File: src/hw/rtl/qvr_pkg.sv
// Shared definitions for the quaternion vector rotator: default widths,
// register index codes and the control bundle of a product-sum lane.
// No dependencies; every other file of the block uses this package.
package qvr_pkg;

   localparam int QVR_COORD_WIDTH    = 16;
   localparam int QVR_QUAT_FRAC_BITS = 14;

   // Quaternion registers are always 16 bits wide.
   localparam int QREG_WIDTH      = 16;
   localparam int CSR_INDEX_WIDTH = 2;
   localparam int CSR_DATA_WIDTH  = QREG_WIDTH;

   // Each lane sums four signed products.
   localparam int LANE_TERMS = 4;

   typedef enum logic [CSR_INDEX_WIDTH-1:0] {
      CSR_QUAT_X = 2'd0,
      CSR_QUAT_Y = 2'd1,
      CSR_QUAT_Z = 2'd2,
      CSR_QUAT_W = 2'd3
   } csr_index_type;

   typedef struct packed {
      logic prod_en;
      logic sum_en;
   } lane_ctl_type;

endpackage

File: src/hw/rtl/qvr_lane.sv
// One product-sum lane: four signed coefficient-by-operand products,
// registered, then added or subtracted into a registered sum. Uses qvr_pkg.
module qvr_lane #(
   parameter int               OPND_WIDTH = qvr_pkg::QVR_COORD_WIDTH,
   parameter logic [qvr_pkg::LANE_TERMS-1:0] SUB_MASK = '0,
   localparam int              SUM_WIDTH  = qvr_pkg::QREG_WIDTH + OPND_WIDTH + 2
) (
   input  logic                                                   clock,
   input  qvr_pkg::lane_ctl_type                                  ctl,
   input  logic [qvr_pkg::LANE_TERMS-1:0][qvr_pkg::QREG_WIDTH-1:0] coef,
   input  logic [qvr_pkg::LANE_TERMS-1:0][OPND_WIDTH-1:0]          opnd,
   output logic [SUM_WIDTH-1:0]                                   sum
);
   import qvr_pkg::*;

   localparam int PROD_WIDTH = QREG_WIDTH + OPND_WIDTH;

   logic signed [PROD_WIDTH-1:0] prod_in [LANE_TERMS];
   logic signed [PROD_WIDTH-1:0] prod_ff [LANE_TERMS];
   logic signed [SUM_WIDTH-1:0]  sum_in;
   logic signed [SUM_WIDTH-1:0]  sum_ff;

   always_comb begin
      for (int i = 0; i < LANE_TERMS; i++) begin
         prod_in[i] = $signed(coef[i]) * $signed(opnd[i]);
      end
   end

   // Four terms of PROD_WIDTH bits fit in two extra bits of headroom.
   always_comb begin
      logic signed [SUM_WIDTH-1:0] term;
      sum_in = '0;
      for (int i = 0; i < LANE_TERMS; i++) begin
         term = {{2{prod_ff[i][PROD_WIDTH-1]}}, prod_ff[i]};
         if (SUB_MASK[i]) begin
            sum_in = sum_in - term;
         end else begin
            sum_in = sum_in + term;
         end
      end
   end

   always_ff @(posedge clock) begin
      if (ctl.prod_en) begin
         prod_ff <= prod_in;
      end
      if (ctl.sum_en) begin
         sum_ff <= sum_in;
      end
   end

   assign sum = sum_ff;

endmodule

File: config.mk
export PLATFORM = sky130hd
export DESIGN_NAME = qvr_lane
export DESIGN_NICKNAME = d
export VERILOG_FILES = /design/src/hw/rtl/qvr_pkg.sv /design/src/hw/rtl/qvr_lane.sv
export SDC_FILE = /design/constraint.sdc
export NUM_CORES = 2
export LEC_CHECK = 0
export ABC_AREA = 1
export BUFFER_PORTS_ARGS = -buffer_cell sky130_fd_sc_hd__buf_2
export CORE_UTILIZATION = 45
export DETAILED_ROUTE_END_ITERATION = 16
export PLACE_DENSITY = 0.63
export SYNTH_ARGS = -nofsm -noshare
export SYNTH_HDL_FRONTEND = slang
export SYNTH_SLANG_ARGS = --single-unit
File: constraint.sdc
create_clock -name clock -period 6.4 [get_ports clock]
set_clock_uncertainty 0.05 [all_clocks]
set_input_delay 0.96 -clock clock [delete_from_list [all_inputs] [get_ports clock]]
set_output_delay 0.96 -clock clock [all_outputs]
set_load 0.05 [all_outputs]
==> impl_metrics.env <==
export IMPL_slowest_stage="fa_1"
export IMPL_critPathTopFamily="adder cells"
export IMPL_synth_edf_count=162
export IMPL_crit_path_end_kind="flop"
export IMPL_yosysTopAreaCell="fa_1"
export IMPL_antenna_found_initial=1
export IMPL_place_area_mm2=0.0547
export IMPL_drt_pass1_iter_count=7
export IMPL_grt_usage=0.241
export IMPL_cp_endpoint="prod_ff[59]$_DFFE_PP_"
export IMPL_ant_nets=0
export IMPL_dp_slack_ns=-0.0926
export IMPL_start_util=0.456
export IMPL_finalWirelength_um=133000
export IMPL_post_cts_resized=0
export IMPL_max_cap_viol_count=0
export IMPL_clk_pin_slew_worst_paths_ns=0.08
export IMPL_ctsHtreeMaxLevel=4
export IMPL_path_buf_inv=6
export IMPL_ctsHoldBuffers=0
export IMPL_worst_slew_pin_slew_ns=0.970
export IMPL_dp_hpwl_um=118000
export IMPL_worst_ep_arrival_time_ns=6.27
export IMPL_min_period_ns=6.13
export IMPL_hold_ws_ns=0.526
export IMPL_fmax_mhz=163
export IMPL_cp_max_fo=16
export IMPL_die_w_um=341
export IMPL_fin_ws_ns=0.272
export IMPL_area_delta_synth_final_pct=7.44
export IMPL_synth_cells=6532
export IMPL_portBuffers=164
export IMPL_cp_cell_sequence="buf_2 > inv_1 > or2_2 > fa_1 > fa_1 > inv_1 > fa_1 > fa_1 > fa_1 > inv_1 > fa_1 > inv_1 > ha_1 > nand2_1 > inv_1 > nand2_1 > nor3_1 > nand3_1 > nand4_1 > nand2_1"
export IMPL_fin_cells=8164
export IMPL_path_class="in -> reg"
export IMPL_rr_endpoint="sum[33]$_DFFE_PP_"
export IMPL_cp_num_cells=20
export IMPL_grt_setup_unrepaired="no"
export IMPL_start_kind="input pin"
export IMPL_drc=0
export IMPL_outcome="finished clean"
export IMPL_synth_cell_types=30
export IMPL_grt_max_degree=74
export IMPL_diodes=0
export IMPL_vias=39591
export IMPL_worst_slew_margin_rel=0.353
export IMPL_drt_first_iter_violations=2363
export IMPL_wire_per_inst_um=16.2
export IMPL_cpPeakStageDelay_ns=0.52
export IMPL_dp_cells=8132
export IMPL_setup_violations=0
export IMPL_cts_buffers=17
export IMPL_drv_slew=0
export IMPL_cts_buffer_depth=2
export IMPL_drive_above_1_share=0.0660
export IMPL_critPathMostFrequentCell="fa_1"
export IMPL_async_reset_ff_frac=0
export IMPL_yosysWarnings=0
export IMPL_gr_total_overflow=0
export IMPL_cts_tree="yes"
export IMPL_io_pins=165
export IMPL_core_area_mm2=0.113
export IMPL_syn_nets=8137
export IMPL_core_rowCount=123
export IMPL_dieArea_mm2=0.116
export IMPL_design_area_mm2=0.0554
export IMPL_ys_seq_elements=162
export IMPL_gp_congestion=0.950
export IMPL_ys_seq_area_frac=0.0943
export IMPL_syn_cell_area_mm2=0.0516
export IMPL_grt_pass1_vias=42054
export IMPL_clock_latency_ns=0.45
export IMPL_die_h_um=341
export IMPL_grt_pass1_wl_um=221000
export IMPL_crit_start="opnd[47]"
export IMPL_synthTopCellsByArea="fa_1 43%, inv_1 14%, nand2_1 13%, edfxtp_1 9.4%, ha_1 8.8%"
export IMPL_cp_data_required_time_ns=6.54
export IMPL_cts_setup_buffers=0
export IMPL_cts_sinks=162
export IMPL_finalHoldViolations=0
export IMPL_hold_path_class="reg -> reg"
export IMPL_synth_top_area_frac=0.432
export IMPL_rr_worst_depth=15
export IMPL_avgSynthCellArea_um2=7.89
export IMPL_timing_rr_start="prod_ff[1]$_DFFE_PP_"
export IMPL_viasPerCell=4.85
export IMPL_finalCritPeriodShare=0.957
export IMPL_rrSetupSlack_ns=2.67
export IMPL_synth_main_ff_cell="edfxtp_1"
export IMPL_nets=8256
export IMPL_root_buffer="clkbuf_16"
[worst min-delay path by stage]
stage                                startpoint                to  slack (ns)  depth (start not counted)
after CTS                 prod_ff[96]$_DFFE_PP_  sum[0]$_DFFE_PP_        0.52                          1
after floorplan           prod_ff[96]$_DFFE_PP_  sum[0]$_DFFE_PP_        0.48                          1
after global placement    prod_ff[96]$_DFFE_PP_  sum[0]$_DFFE_PP_        0.49                          1
after detailed placement  prod_ff[96]$_DFFE_PP_  sum[0]$_DFFE_PP_        0.50                          1
after global routing      prod_ff[96]$_DFFE_PP_  sum[0]$_DFFE_PP_        0.55                          1
final                     prod_ff[96]$_DFFE_PP_  sum[0]$_DFFE_PP_        0.53                          1
[per-stage QoR]
step | utilization | TNS (ns)
6_report | 0.490 | 0
4_1_cts | 0.490 | 0
5_1_grt | 0.490 | 0
2_1_floorplan | - | 0
3_5_place_dp | 0.484 | -0.452
3_3_place_gp | 0.484 | -0.349
[Yosys cell counts (5+ instances only)]
cell type,number
a21o_1,6
nor3_1,32
or2_2,15
a21oi_1,127
ha_1,361
clkbuf_1,230
edfxtp_1,162
xnor2_1,13
nand2_2,18
nand3_2,5
nand3_1,177
nor3_2,11
nand4_1,49
fa_1,1113
nand2_1,1825
o21ai_0,35
nor2_1,213
nand3b_1,11
xor2_1,82
nor2_2,19
o21bai_1,33
inv_2,5
inv_1,1973
[cell usage in the layout (no fill, tap or decap), types with 32 or more instances in the layout]
| master | instances |
|---|---|
| ha_1 | 361 |
| nor2_1 | 213 |
| nand3_1 | 177 |
| o21bai_1 | 33 |
| buf_4 | 164 |
| xor2_1 | 82 |
| nor3_1 | 32 |
| o21ai_0 | 35 |
| nand4_1 | 49 |
| nand2_1 | 1825 |
| edfxtp_1 | 162 |
| a21oi_1 | 127 |
| inv_1 | 1973 |
| fa_1 | 1113 |
| buf_2 | 163 |
[layer usage]
| layer | up-vias | global-route usage | wire length, um |
|---|---|---|---|
| met5 | - | 0 | 13 |
| met4 | 2 | 0.0487 | 2770 |
| met2 | 942 | 0.406 | 64200 |
| met1 | 19711 | 0.337 | 59100 |
| li1 | 18785 | - | - |
| met3 | 151 | 0.0258 | 6540 |
[flip-flops by register name (all words and copies together), names as in the netlist]
signal and count:
sum 34, prod_ff 128
[final cells by class]
type / instances / area, um^2
fill: 11069 / 57700
multi-input combinational: 4159 / 38400
inverter: 1978 / 7420
sequential: 162 / 4860
timing repair buffer: 333 / 2170
tap: 1500 / 1880
clock buffer: 17 / 425
clock inverter: 15 / 243
[logic make-up (layout without fill, tap and decap cells)]
kind of cell / count (synthesis) / in the layout / share of synthesized area
AO/OA/AOI/OAI: 207 / 207 / 0.0222
XOR/XNOR: 95 / 95 / 0.0161
adder cells (fa/ha/maj): 1474 / 1474 / 0.520
buffers and inverters: 2211 / 2343 / 0.161
flip-flops: 162 / 162 / 0.0943
AND/OR/NAND/NOR: 2383 / 2383 / 0.187
Power is not shown: default switching activity piles up to over one toggle a cycle in this logic, so the estimate is an artifact.
