--- config.mk ---
export PLATFORM = sky130hd
export DESIGN_NAME = qvr_merge
export DESIGN_NICKNAME = d
export VERILOG_FILES = /design/src/hw/rtl/qvr_pkg.sv /design/src/hw/rtl/qvr_merge.sv
export SDC_FILE = /design/constraint.sdc
export NUM_CORES = 1
export LEC_CHECK = 0
export ABC_AREA = 1
export ABC_CLOCK_PERIOD_IN_PS = 2100
export BUFFER_PORTS_ARGS = -buffer_cell sky130_fd_sc_hd__buf_4
export CAP_MARGIN = 20
export CORE_MARGIN = 1
export CORE_UTILIZATION = 48
export DETAILED_ROUTE_END_ITERATION = 7
export GPL_ROUTABILITY_DRIVEN = 0
export PLACE_DENSITY = 0.88
export SLEW_MARGIN = 20
export SYNTH_ARGS = -nofsm -noshare
export SYNTH_HDL_FRONTEND = slang
export SYNTH_SLANG_ARGS = --single-unit
--- constraint.sdc ---
create_clock -name clock -period 2.1 [get_ports clock]
set_input_delay 0.105 -clock clock [delete_from_list [all_inputs] [get_ports clock]]
set_output_delay 0.105 -clock clock [all_outputs]
set_load 0.02 [all_outputs]
--- src/hw/rtl/qvr_pkg.sv ---
// Shared definitions for the quaternion vector rotator: default widths,
// register index codes and the control bundle of a product-sum lane.
// No dependencies; every other file of the block uses this package.
package qvr_pkg;

   localparam int QVR_COORD_WIDTH    = 16;
   localparam int QVR_QUAT_FRAC_BITS = 14;

   // Quaternion registers are always 16 bits wide.
   localparam int QREG_WIDTH      = 16;
   localparam int CSR_INDEX_WIDTH = 2;
   localparam int CSR_DATA_WIDTH  = QREG_WIDTH;

   // Each lane sums four signed products.
   localparam int LANE_TERMS = 4;

   typedef enum logic [CSR_INDEX_WIDTH-1:0] {
      CSR_QUAT_X = 2'd0,
      CSR_QUAT_Y = 2'd1,
      CSR_QUAT_Z = 2'd2,
      CSR_QUAT_W = 2'd3
   } csr_index_type;

   typedef struct packed {
      logic prod_en;
      logic sum_en;
   } lane_ctl_type;

endpackage

--- src/hw/rtl/qvr_merge.sv ---
// Output stage: rounds the three lane sums half up, saturates each to the
// coordinate width and merges the per-lane overflow into one flag.
// Uses qvr_pkg.
module qvr_merge #(
   parameter int COORD_WIDTH = qvr_pkg::QVR_COORD_WIDTH,
   parameter int SUM_WIDTH   = 52,
   parameter int OUT_SHIFT   = 2 * qvr_pkg::QVR_QUAT_FRAC_BITS
) (
   input  logic                            clock,
   input  logic                            load_en,
   input  logic [2:0][SUM_WIDTH-1:0]       sums,
   output logic [2:0][COORD_WIDTH-1:0]     rots,
   output logic                            clipped
);
   import qvr_pkg::*;

   localparam int RW = SUM_WIDTH + 1;
   localparam logic [RW-1:0] HALF = {{(RW-1){1'b0}}, 1'b1} << (OUT_SHIFT - 1);
   localparam logic signed [RW-1:0] MAX_V = {{(RW-COORD_WIDTH+1){1'b0}},
                                             {(COORD_WIDTH-1){1'b1}}};
   localparam logic signed [RW-1:0] MIN_V = {{(RW-COORD_WIDTH+1){1'b1}},
                                             {(COORD_WIDTH-1){1'b0}}};

   logic [2:0][COORD_WIDTH-1:0] rot_in;
   logic [2:0][COORD_WIDTH-1:0] rot_ff;
   logic                        clip_in;
   logic                        clip_ff;

   always_comb begin
      logic [RW-1:0]        ext;
      logic signed [RW-1:0] rnd;
      clip_in = 1'b0;
      for (int i = 0; i < 3; i++) begin
         ext = {sums[i][SUM_WIDTH-1], sums[i]};
         // Adding half and then flooring sends ties toward plus infinity.
         rnd = $signed(ext + HALF) >>> OUT_SHIFT;
         if (rnd > MAX_V) begin
            rot_in[i] = MAX_V[COORD_WIDTH-1:0];
            clip_in   = 1'b1;
         end else if (rnd < MIN_V) begin
            rot_in[i] = MIN_V[COORD_WIDTH-1:0];
            clip_in   = 1'b1;
         end else begin
            rot_in[i] = rnd[COORD_WIDTH-1:0];
         end
      end
   end

   always_ff @(posedge clock) begin
      if (load_en) begin
         rot_ff  <= rot_in;
         clip_ff <= clip_in;
      end
   end

   assign rots    = rot_ff;
   assign clipped = clip_ff;

endmodule
==> metrics.json <==
{
  "maxSlewViolCount": {"value": 0},
  "critical_path.max_fanout": {"value": 9},
  "drt_drc_violations_left": {"value": 9},
  "worstPathCellList": {"value": "buf_4 > ha_1 > nand2_1 > nor2_2 > nand2_1 > nor2_4 > nand2_1 > nand2_1 > nand2_1 > nand3_1 > nor2_2 > a21oi_2 > o21ai_0"},
  "netlist_instances": {"value": 689},
  "row_count": {"value": 34},
  "first_global_vias": {"value": 4159},
  "die_width": {"value": 98.28, "unit": "um"},
  "cts.htree.levels": {"value": 2},
  "synth_async_sr_flop_share": {"value": 0},
  "die_area": {"value": 9658, "unit": "um^2"},
  "ioPinCount": {"value": 207},
  "hold-worst-slack": {"value": 218.0, "unit": "ps"},
  "drtPass1Iterations": {"value": 7},
  "timing.critical_path.required": {"value": 2130, "unit": "ps"},
  "detailroute.via_count": {"value": 4672},
  "synth_largest_type_area_fraction": {"value": 0.3307},
  "grt_max_degree": {"value": 50},
  "slew_headroom": {"value": 0.5947},
  "ys_seq_elements": {"value": 49},
  "power_report.internal_total": {"value": 1835, "unit": "uW"},
  "biggest_area_consumer_among_synthesized_cells": {"value": "sky130_fd_sc_hd__edfxtp_1"},
  "clk_root_buffer_cell": {"value": "sky130_fd_sc_hd__clkbuf_8"},
  "outcome": {"value": "finished with violations"},
  "crit_buf_inv": {"value": 1},
  "tritoncts_num_sinks": {"value": 49},
  "ys.flop_type": {"value": "sky130_fd_sc_hd__edfxtp_1"},
  "design_power_total": {"value": 2593, "unit": "uW"},
  "postCtsSetupBuffers": {"value": 0},
  "clock_pin_slew_of_the_registers_on_the_worst_case_setup_and_hold_paths": {"value": 80, "unit": "ps"},
  "cts_max_path_buffers": {"value": 2},
  "hold_violations": {"value": 0},
  "synth_area_per_cell": {"value": 6.458, "unit": "um^2"},
  "wl_per_cell": {"value": 11.54, "unit": "um"},
  "total_nets_final": {"value": 987},
  "numPortBuffers": {"value": 125},
  "drtIter0Drc": {"value": 229},
  "grt_antenna_before_repair": {"value": 0},
  "comb_power_frac": {"value": 0.293},
  "fmax": {"value": 0.5482, "unit": "GHz"},
  "power_frac_seq": {"value": 0.462},
  "tritoncts": {"value": "built"},
  "worstSetupStartpointType": {"value": "primary input"},
  "syn-num-nets": {"value": 850},
  "power.net_switching": {"value": 758.4, "unit": "uW"},
  "globalRouteTotalUtil": {"value": 0.2234},
  "power_leakage": {"value": 0.002713, "unit": "uW"},
  "worst_slack": {"value": 275.7, "unit": "ps"},
  "endpoint_kind": {"value": "flop"},
  "power.share.clock": {"value": 0.245},
  "grt_remaining_overflow": {"value": 0},
  "yosys.cell_count.top_type": {"value": "sky130_fd_sc_hd__nand2_1"},
  "cts.hold.buffers_added": {"value": 0},
  "path_class": {"value": "primary input to flop"},
  "avgViaCountPerCell": {"value": 5.002},
  "antenna-diode-count": {"value": 0},
  "worst-slew-pin-transition": {"value": 608.0, "unit": "ps"},
  "min_period_over_period": {"value": 0.8687},
  "fillCellCount": {"value": 792},
  "number_of_cells_upsized_or_downsized_after_cts": {"value": 0},
  "yosys.cell_types.count": {"value": 33},
  "layout-drive-gt1-share": {"value": 0.2240},
  "synth_enable_flop_cells": {"value": 49},
  "holdCritPathClass": {"value": "primary input to flop"},
  "setup_viol": {"value": 0},
  "violations": {"value": "design-rule violations"},
  "grt_pass1_wl": {"value": 18070, "unit": "um"},
  "cts-buffers-inserted": {"value": 5},
  "cp.depth": {"value": 13},
  "synth.cell_area": {"value": 4449, "unit": "um^2"},
  "layout-area-overhead-vs-synth": {"value": 27.47, "unit": "%"},
  "maxCapViolations": {"value": 0},
  "place_worst_setup_slack": {"value": -1.587, "unit": "ps"},
  "postRouteAntennaNets": {"value": 0},
  "p_sw_frac": {"value": 0.2925},
  "unrepaired_setup_endpoints_after_global_routing": {"value": "false"},
  "power-per-cell-area": {"value": 457.2, "unit": "nW/um^2"},
  "yosysSeqAreaShare": {"value": 0.3307},
  "post_layout_min_period": {"value": 1824, "unit": "ps"},
  "wl": {"value": 10780, "unit": "um"},
  "holdPathStages": {"value": 4},
  "final_sum_of_negative_setup_slack": {"value": 0, "unit": "ps"},
  "placeableCoreArea": {"value": 8848, "unit": "um^2"},
  "dieHeight": {"value": 98.28, "unit": "um"},
  "starting_density_of_the_core": {"value": 0.5028},
  "ys.warnings.count": {"value": 0},
  "worst-endpoint-arrival": {"value": 1850, "unit": "ps"},
  "critical_path.most_common_cell": {"value": "sky130_fd_sc_hd__nand2_1"},
  "cell_types_occupying_the_most_area_after_synthesis": {"value": "sky130_fd_sc_hd__edfxtp_1, sky130_fd_sc_hd__nand2_1, sky130_fd_sc_hd__nor2_1"},
  "post-dp-hpwl": {"value": 8867, "unit": "um"},
  "crit_family": {"value": "simple AND/OR/NAND/NOR gates"},
  "slowest_stage": {"value": "sky130_fd_sc_hd__a21oi_2"},
  "synth_top_cells_by_count": {"value": "sky130_fd_sc_hd__nand2_1, sky130_fd_sc_hd__nor2_1, sky130_fd_sc_hd__inv_1"},
  "vdd_ir_drop_max": {"value": 0.2659, "unit": "mV"},
  "critical-path-max-stage-delay": {"value": 320, "unit": "ps"}
}
power groups by stage:
stage	clock network, uW	logic [uW]	registers (uW)
after CTS	658	760	1200
after detailed placement	0	758	1220
after floorplan	0	274	1330
after global placement	0	745	1220
final	636	759	1200
after global routing	698	834	1200
sequential cells by signal, indices dropped and copies added, names as in the netlist:
name	flops
clipped	1
rots	48
through the flow:
step | area, um^2 | instances | util
after CTS | 5672 | 934 | 0.6410
after detailed placement | 5568 | 927 | 0.6292
after global placement | 5568 | 927 | 0.6292
after floorplan | 4449 | 689 | -
after global routing | 5672 | 934 | 0.6410
final | 5672 | 934 | 0.6410
metal layers:
metal  vias up  part of all wire  global-route usage
met4         0             0.012             0.04937
met5         -                 0                   0
met3        11             0.057             0.03794
met2       128              0.48              0.3895
met1      2064              0.45              0.2900
li1       2469                 -                   -
cells in the final DEF (no fill, tap or decap), drive strengths merged:
| cell type | Yosys | routed |
|---|---|---|
| a21boi | 1 | 1 |
| a21oi | 3 | 3 |
| a31oi | 1 | 1 |
| and3 | 1 | 1 |
| buf | 5 | 136 |
| bufinv | 0 | 1 |
| clkbuf | 1 | 5 |
| clkinv | 0 | 1 |
| edfxtp | 49 | 49 |
| ha | 3 | 3 |
| inv | 68 | 68 |
| nand2 | 299 | 299 |
| nand3 | 67 | 67 |
| nand3b | 9 | 9 |
| nand4 | 12 | 12 |
| nor2 | 113 | 113 |
| nor3 | 7 | 7 |
| nor3b | 1 | 1 |
| o21ai | 12 | 12 |
| o21bai | 5 | 5 |
| or2 | 4 | 4 |
| xnor2 | 7 | 7 |
| xor2 | 21 | 21 |
cells by family after synthesis:
logic type | after synthesis | share of synthesized area
AND/OR/NAND/NOR | 513 | 0.5070
buffers and inverters | 74 | 0.06861
flip-flops | 49 | 0.3307
XOR/XNOR | 28 | 0.05512
AO/OA/AOI/OAI | 22 | 0.03009
adder cells (fa/ha/maj) | 3 | 0.008437
path summary, 6_finish.rpt:
path                      start       end  slack, ps
worst min-delay path  sums[139]  rots[39]        220
worst max-delay path   sums[27]  rots[10]        280
final cells by class:
cell class,instances,area (um^2),area share
Inverter,68,255.2,0.04500
Timing Repair Buffer,136,1033,0.1822
Clock inverter,2,35.03,0.006177
Clock buffer,5,68.82,0.01213
Multi-Input combinational cell,566,2673,0.4712
Sequential cell,49,1471,0.2594
Tap cell,108,135.1,0.02383
tightest hold or removal path, cell delays in order:
cell	delay, ps
sky130_fd_sc_hd__buf_4	100
sky130_fd_sc_hd__xnor2_1	100
sky130_fd_sc_hd__nand2_1	50
sky130_fd_sc_hd__nand2_1	50
(Power assumes the default switching activity.)
